<file path="src/rtl/core/factor_base_smoothness_test_unit_assert.svh">
// Assertion macros for the smoothness test unit.
`ifndef FACTOR_BASE_SMOOTHNESS_TEST_UNIT_ASSERT_SVH
`define FACTOR_BASE_SMOOTHNESS_TEST_UNIT_ASSERT_SVH
`ifndef SYNTH
`define FBS_ASSERT(lbl, clk, rstn, prop, msg) \
  lbl: assert property (@(posedge clk) disable iff (!rstn) prop) else $error(msg);
`define FBS_ASSERT_NEXT(lbl, clk, rstn, a, b, msg) \
  lbl: assert property (@(posedge clk) disable iff (!rstn) (a) |=> (b)) else $error(msg);
`else
`define FBS_ASSERT(lbl, clk, rstn, prop, msg)
`define FBS_ASSERT_NEXT(lbl, clk, rstn, a, b, msg)
`endif
`endif

</file>
<file path="src/rtl/core/fbs_pkg.sv">
// ----------------------------------------------------------------------------
// fbs_pkg
// Shared types and constants of the smoothness test unit.
// ----------------------------------------------------------------------------
`timescale 1ns / 1ps
package fbs_pkg;
  localparam int unsigned ResultLimit = 15;
  localparam logic [0:0] ActLoad = 1'b0;
  localparam logic [0:0] ActTest = 1'b1;
  localparam logic [0:0] CfgBaseCount = 1'b0;
  localparam logic [0:0] CfgColumnOffset = 1'b1;

  // Divider command and status between the sequencer and the serial divider.
  typedef struct packed {
    logic        start;
    logic [63:0] dividend;
    logic [31:0] divisor;
  } div_req_t;

  typedef struct packed {
    logic        done;
    logic [63:0] quotient;
    logic        rem_zero;
  } div_rsp_t;
endpackage

</file>
<file path="src/rtl/core/fbs_serial_div.sv">
// ----------------------------------------------------------------------------
// fbs_serial_div
// Restoring divider, 64 by 32 bits, one quotient bit per cycle.
// ----------------------------------------------------------------------------
`timescale 1ns / 1ps
`include "factor_base_smoothness_test_unit_assert.svh"
module fbs_serial_div (
  input  logic              clk_i,
  input  logic              rst_ni,
  input  fbs_pkg::div_req_t req_i,
  output fbs_pkg::div_rsp_t rsp_o
);
  logic [63:0] quo_q, quo_d;
  logic [32:0] rem_q, rem_d;
  logic [31:0] dvs_q;
  logic [6:0]  cnt_q, cnt_d;
  logic        busy_q, busy_d, done_q, done_d;
  logic [32:0] trial;
  logic [33:0] diff;

  // One shift and subtract step.
  always_comb begin
    trial  = {rem_q[31:0], quo_q[63]};
    diff   = {1'b0, trial} - {2'b00, dvs_q};
    quo_d  = quo_q;
    rem_d  = rem_q;
    cnt_d  = cnt_q;
    busy_d = busy_q;
    done_d = 1'b0;
    if (req_i.start) begin
      quo_d  = req_i.dividend;
      rem_d  = '0;
      cnt_d  = 7'd64;
      busy_d = 1'b1;
    end else if (busy_q) begin
      if (diff[33]) begin
        rem_d = trial;
        quo_d = {quo_q[62:0], 1'b0};
      end else begin
        rem_d = diff[32:0];
        quo_d = {quo_q[62:0], 1'b1};
      end
      cnt_d = cnt_q - 7'd1;
      if (cnt_q == 7'd1) begin
        busy_d = 1'b0;
        done_d = 1'b1;
      end
    end
  end

  always_ff @(posedge clk_i or negedge rst_ni) begin
    if (!rst_ni) begin
      cnt_q  <= '0;
      busy_q <= 1'b0;
      done_q <= 1'b0;
    end else begin
      cnt_q  <= cnt_d;
      busy_q <= busy_d;
      done_q <= done_d;
    end
  end

  always_ff @(posedge clk_i) begin
    quo_q <= quo_d;
    rem_q <= rem_d;
    if (req_i.start) dvs_q <= req_i.divisor;
  end

  assign rsp_o.done     = done_q;
  assign rsp_o.quotient = quo_q;
  assign rsp_o.rem_zero = (rem_q == '0);

  `FBS_ASSERT(a_done_not_busy, clk_i, rst_ni, done_q |-> !busy_q, "done while busy")
  `FBS_ASSERT_NEXT(a_start_busy, clk_i, rst_ni, req_i.start, busy_q, "start did not run")
  `FBS_ASSERT(a_cnt_zero_idle, clk_i, rst_ni, !busy_q |-> (cnt_q == 7'd0), "count left")
endmodule

</file>
<file path="config.mk">
export PLATFORM = sky130hd
export DESIGN_NAME = fbs_serial_div
export DESIGN_NICKNAME = d
export VERILOG_FILES = /design/src/rtl/core/fbs_pkg.sv /design/src/rtl/core/fbs_serial_div.sv
export VERILOG_INCLUDE_DIRS = /design/src /design/src/rtl/core
export SDC_FILE = /design/constraint.sdc
export NUM_CORES = 1
export LEC_CHECK = 0
export ABC_AREA = 1
export BUFFER_PORTS_ARGS = -buffer_cell sky130_fd_sc_hd__buf_2
export CORE_MARGIN = 2
export CORE_UTILIZATION = 40
export DETAILED_ROUTE_END_ITERATION = 16
export PLACE_DENSITY = 0.7
export SYNTH_ARGS = -nofsm -noshare
export SYNTH_HDL_FRONTEND = slang
export SYNTH_SLANG_ARGS = --single-unit
</file>
<file path="constraint.sdc">
create_clock -name clk_i -period 3.75 [get_ports clk_i]
set_clock_uncertainty 0.15 [all_clocks]
set_input_delay 0.5625 -clock clk_i [delete_from_list [all_inputs] [get_ports clk_i]]
set_output_delay 0.5625 -clock clk_i [all_outputs]
set_load 0.03 [all_outputs]
</file>
# After elaboration in Yosys (flattened, before gate mapping)
# Index checks and enable logic that the tools add are counted.
word_totals:
  reg_bits: 138
op_classes:
  addsub: 2
  n_eq_ne: 1
  mux: 12
  reduce_logical: 2
op_table:
  columns: ["op", "n"]
  rows:
  - ["64-bit two-way mux", 2]
  - ["33-bit by 32-bit subtractor with 34-bit output", 1]
  - ["33-bit logical NOT", 1]
  - ["33-bit two-way mux", 1]
  - ["7-bit two-way mux", 2]
  - ["7-bit by 1-bit equality test with 1-bit output (second input constant)", 1]
  - ["1-bit two-way mux", 7]
  - ["7-bit by 1-bit subtractor with 7-bit output (second input constant)", 1]
  - ["2-bit nonzero test", 1]

# Depth between registers and ports, before layout
logic_depth:
  word_depth: 4
  depth_mapped: 17

# Least setup slack after synthesis
# OpenSTA, ideal clock, no wires.
synth_timing:
  path_type: "input port to flip-flop"
  start: "input port req_i[96] in the netlist's numbering"
  end: "register quo_q[0] (enable)"
  t_required_ps: 3146
  setup_time_ps: 454
  arrival_time_ps: 2698
  stages: 3
  n_path_buf: 1
  setup_slack_ps: 448
  cell_sequence: "nor2_1 inv_1 clkbuf_1"
synth_via:
  elab_chain_len: 1
synth_lines:
  columns: ["element", "line_no", "text"]
  rows:
  - ["start, declared", "fbs_serial_div.sv:10", "input fbs_pkg::div_req_t req_i,"]
  - ["2-bit nonzero test (no line)", null, null]
  - ["end signal, assigned", "fbs_serial_div.sv:64", "quo_q <= quo_d;"]
  - ["end, declared", "fbs_serial_div.sv:13", "logic [63:0] quo_q, quo_d;"]
# No other way between the ends.
# A chain may end at the register's enable or synchronous reset.

==> qor.yml <==
clocking:
  cts-root-buf: "clkbuf_16"
  cts_made_buffers: 17
  clk_path_buf_depth: 2
  htree_levels: 4
  cts.clk_slew.worst_paths_ns: 0.07
  cts_hold_buf: 1
  insertion_delay_ns: 0.44
  cts_resized: 0
  cts_num_sinks: 138
  cts_post_setup_buffers_inserted: 0
  cts_tree: "done"
power_and_ir_drop:
  total_power_mw: 6.452
  p_leak_nw: 5.516
  power-per-cell-area_nw_per_um2: 635.7
  irDropWorstVdd_mv: 0.3390
drt:
  first_iter_violations: 490
  dr.pass1.iters: 5
  routed_wirelength_mm: 22.90
  wl_per_cell_um: 14.23
  via_per_inst: 4.837
  drc: 0
  drtAntennaViolNets: 0
  num_vias: 7788
placement:
  pre_cts_slack_ns: 1.074
  gp_congestion: 1.010
  dp_hpwl_mm: 17.12
  port_buffers: 164
floorplanning:
  pin_count: 165
  dieHeight_um: 149.4
  start_util_pct: 40.48
  core_um2: 20890
  rows: 53
  die_x_um: 149.4
  die_area_um2: 22320
global_routing:
  overflow: 0
  antenna_found_initial: 1
  grt_start_max_net_pins: 73
  track_usage_pct: 21.30
  first_global_vias: 7439
  grt_pass1_wl_mm: 37.38
logic_synthesis:
  ys_ff_latch: 138
  synth.area.top_cells: "edfxtp_1 34%, nand2_1 23%, inv_1 8.1%, dfxtp_1 7.8%, ha_1 5.0%"
  syn_nets: 1297
  yosysTopAreaCell: "edfxtp_1"
  synth_edf_count: 96
  synth_warnings: 0
  synth_top_area_share_pct: 34.09
  synth_area_per_cell_um2: 7.271
  synthCells: 1163
  async_reset_ff_share_pct: 6.522
  synth-main-ff-cell: "edfxtp_1"
  ys_seq_area_share_pct: 44.57
  synth_area_um2: 8456
  netlist-cell-type-count: 37
layout:
  multiInputGateArea_um2: 3814
  drive_gt1_share_pct: 17.23
  most-common-layout-cells: "510 x nand2_1, 182 x inv_1, 163 x buf_2"
  regArea_um2: 3769
  layout_commonest_cell: "nand2_1"
  area_growth_syn_to_layout_pct: 20.04
  fin_nets: 1456
  fill_cells: 2105
  antennaDiodeCount: 0
  final_core_util_pct: 48.59
sta:
  fin_crit_ns: 2.801
  setup_tns_ns: 0
  tightestPinTransition_ns: 1.176
  maxClockFrequency_mhz: 357.0
  fin_ws_ns: 0.9492
  maxSlewViolCount: 0
  max-slew-margin-rel_pct: 21.48
  fin_crit_sh_pct: 74.69
  setup_viol: 0
  rsz0062_at_grt: "no"
  hold_viol_final: 0
  hold_ws_ns: 0.1519
worst_setup_path:
  endpoint_kind: "output pin"
  crit_path_start_kind: "flip-flop"
  cp.arrival_ns: 2.09
  path_class: "flip-flop to output pin"
  crit_fanout: 4
  cp_data_required_time_ns: 3.04
min_path:
  hold_class: "primary input to flip-flop"
run:
  drv_cap: 0
status:
  outcome: "finished, final reports clean"
==> worst paths after layout <==
check	from	endpoint	slack, ns	cells after the start
worst min-delay path	req_i[0]	dvs_q[0]	0.15	1
min in group asynchronous	rst_ni	cnt_q[5]	0.36	2
worst max-delay path	rem_q[16]	rsp_o[0]	0.95	4
worst max register to register	dvs_q[21]	rem_q[27]	1.05	13
max in group asynchronous	rst_ni	cnt_q[0]	2.89	2
worst min register to register	rem_q[16]	rem_q[16]	0.35	2
==> routing by layer <==
metal	track usage, %	part of all wire (%)
met5	0	0.070
met4	6.714	2.1
met3	6.177	8.1
met2	34.13	46
met1	27.83	44
==> per-stage QoR <==
stage	cell area, um2	std cells
finish	10150	1610
global route	10150	1610
CTS	10150	1610
detailed placement	9513	1577
global placement	9513	1577
floorplan	8456	1163
==> sequential cells by signal, indices dropped and copies added (netlist names) <==
signal  count
quo_q      64
rem_q      33
dvs_q      32
cnt_q       7
busy_q      1
done_q      1
==> critical path, stage by stage (launching register included) <==
cell	delay [ns]
dfxtp_1	0.34
nor4_1	0.64
nand4_1	0.19
nor3_1	0.26
buf_2	0.24
==> area by class of cell <==
cell class	instances	area share [%]
multi-input cells	805	37.57
flip-flops and latches	138	37.13
repair buffers	170	8.703
inverters	190	7.027
clock buffers	17	4.191
well taps	275	3.390
clock inverters	15	1.985
==> synthesized netlist by cell type (all sizes together) (5+ instances only) <==
master	count
buf	11
nand3	86
ha	34
inv	190
nand2	518
nor2	57
xnor2	14
dfxtp	33
nor4	10
edfxtp	96
clkbuf	19
o21ai	21
nand3b	13
and2	5
dfrtp	9
nand4	12
a21oi	22
==> power by group <==
part	total [mW]	leakage [nW]	internal [mW]	switching, mW
Clock	1.78	0.302	0.970	0.815
Combinational	2.57	3.82	0.897	1.68
Sequential	2.09	1.40	1.90	0.196
Total	6.45	5.52	3.76	2.69
==> logic make-up after synthesis <==
kind of cell             after synthesis  synth area share, %
adder cells (fa/ha/maj)               35                5.268
AO/OA/AOI/OAI                         49                3.182
flip-flops                           138                44.57
AND/OR/NAND/NOR                      706                35.07
buffers and inverters                220                10.36
XOR/XNOR                              15                1.554
Note: power is estimated with default switching activity, not from simulation.
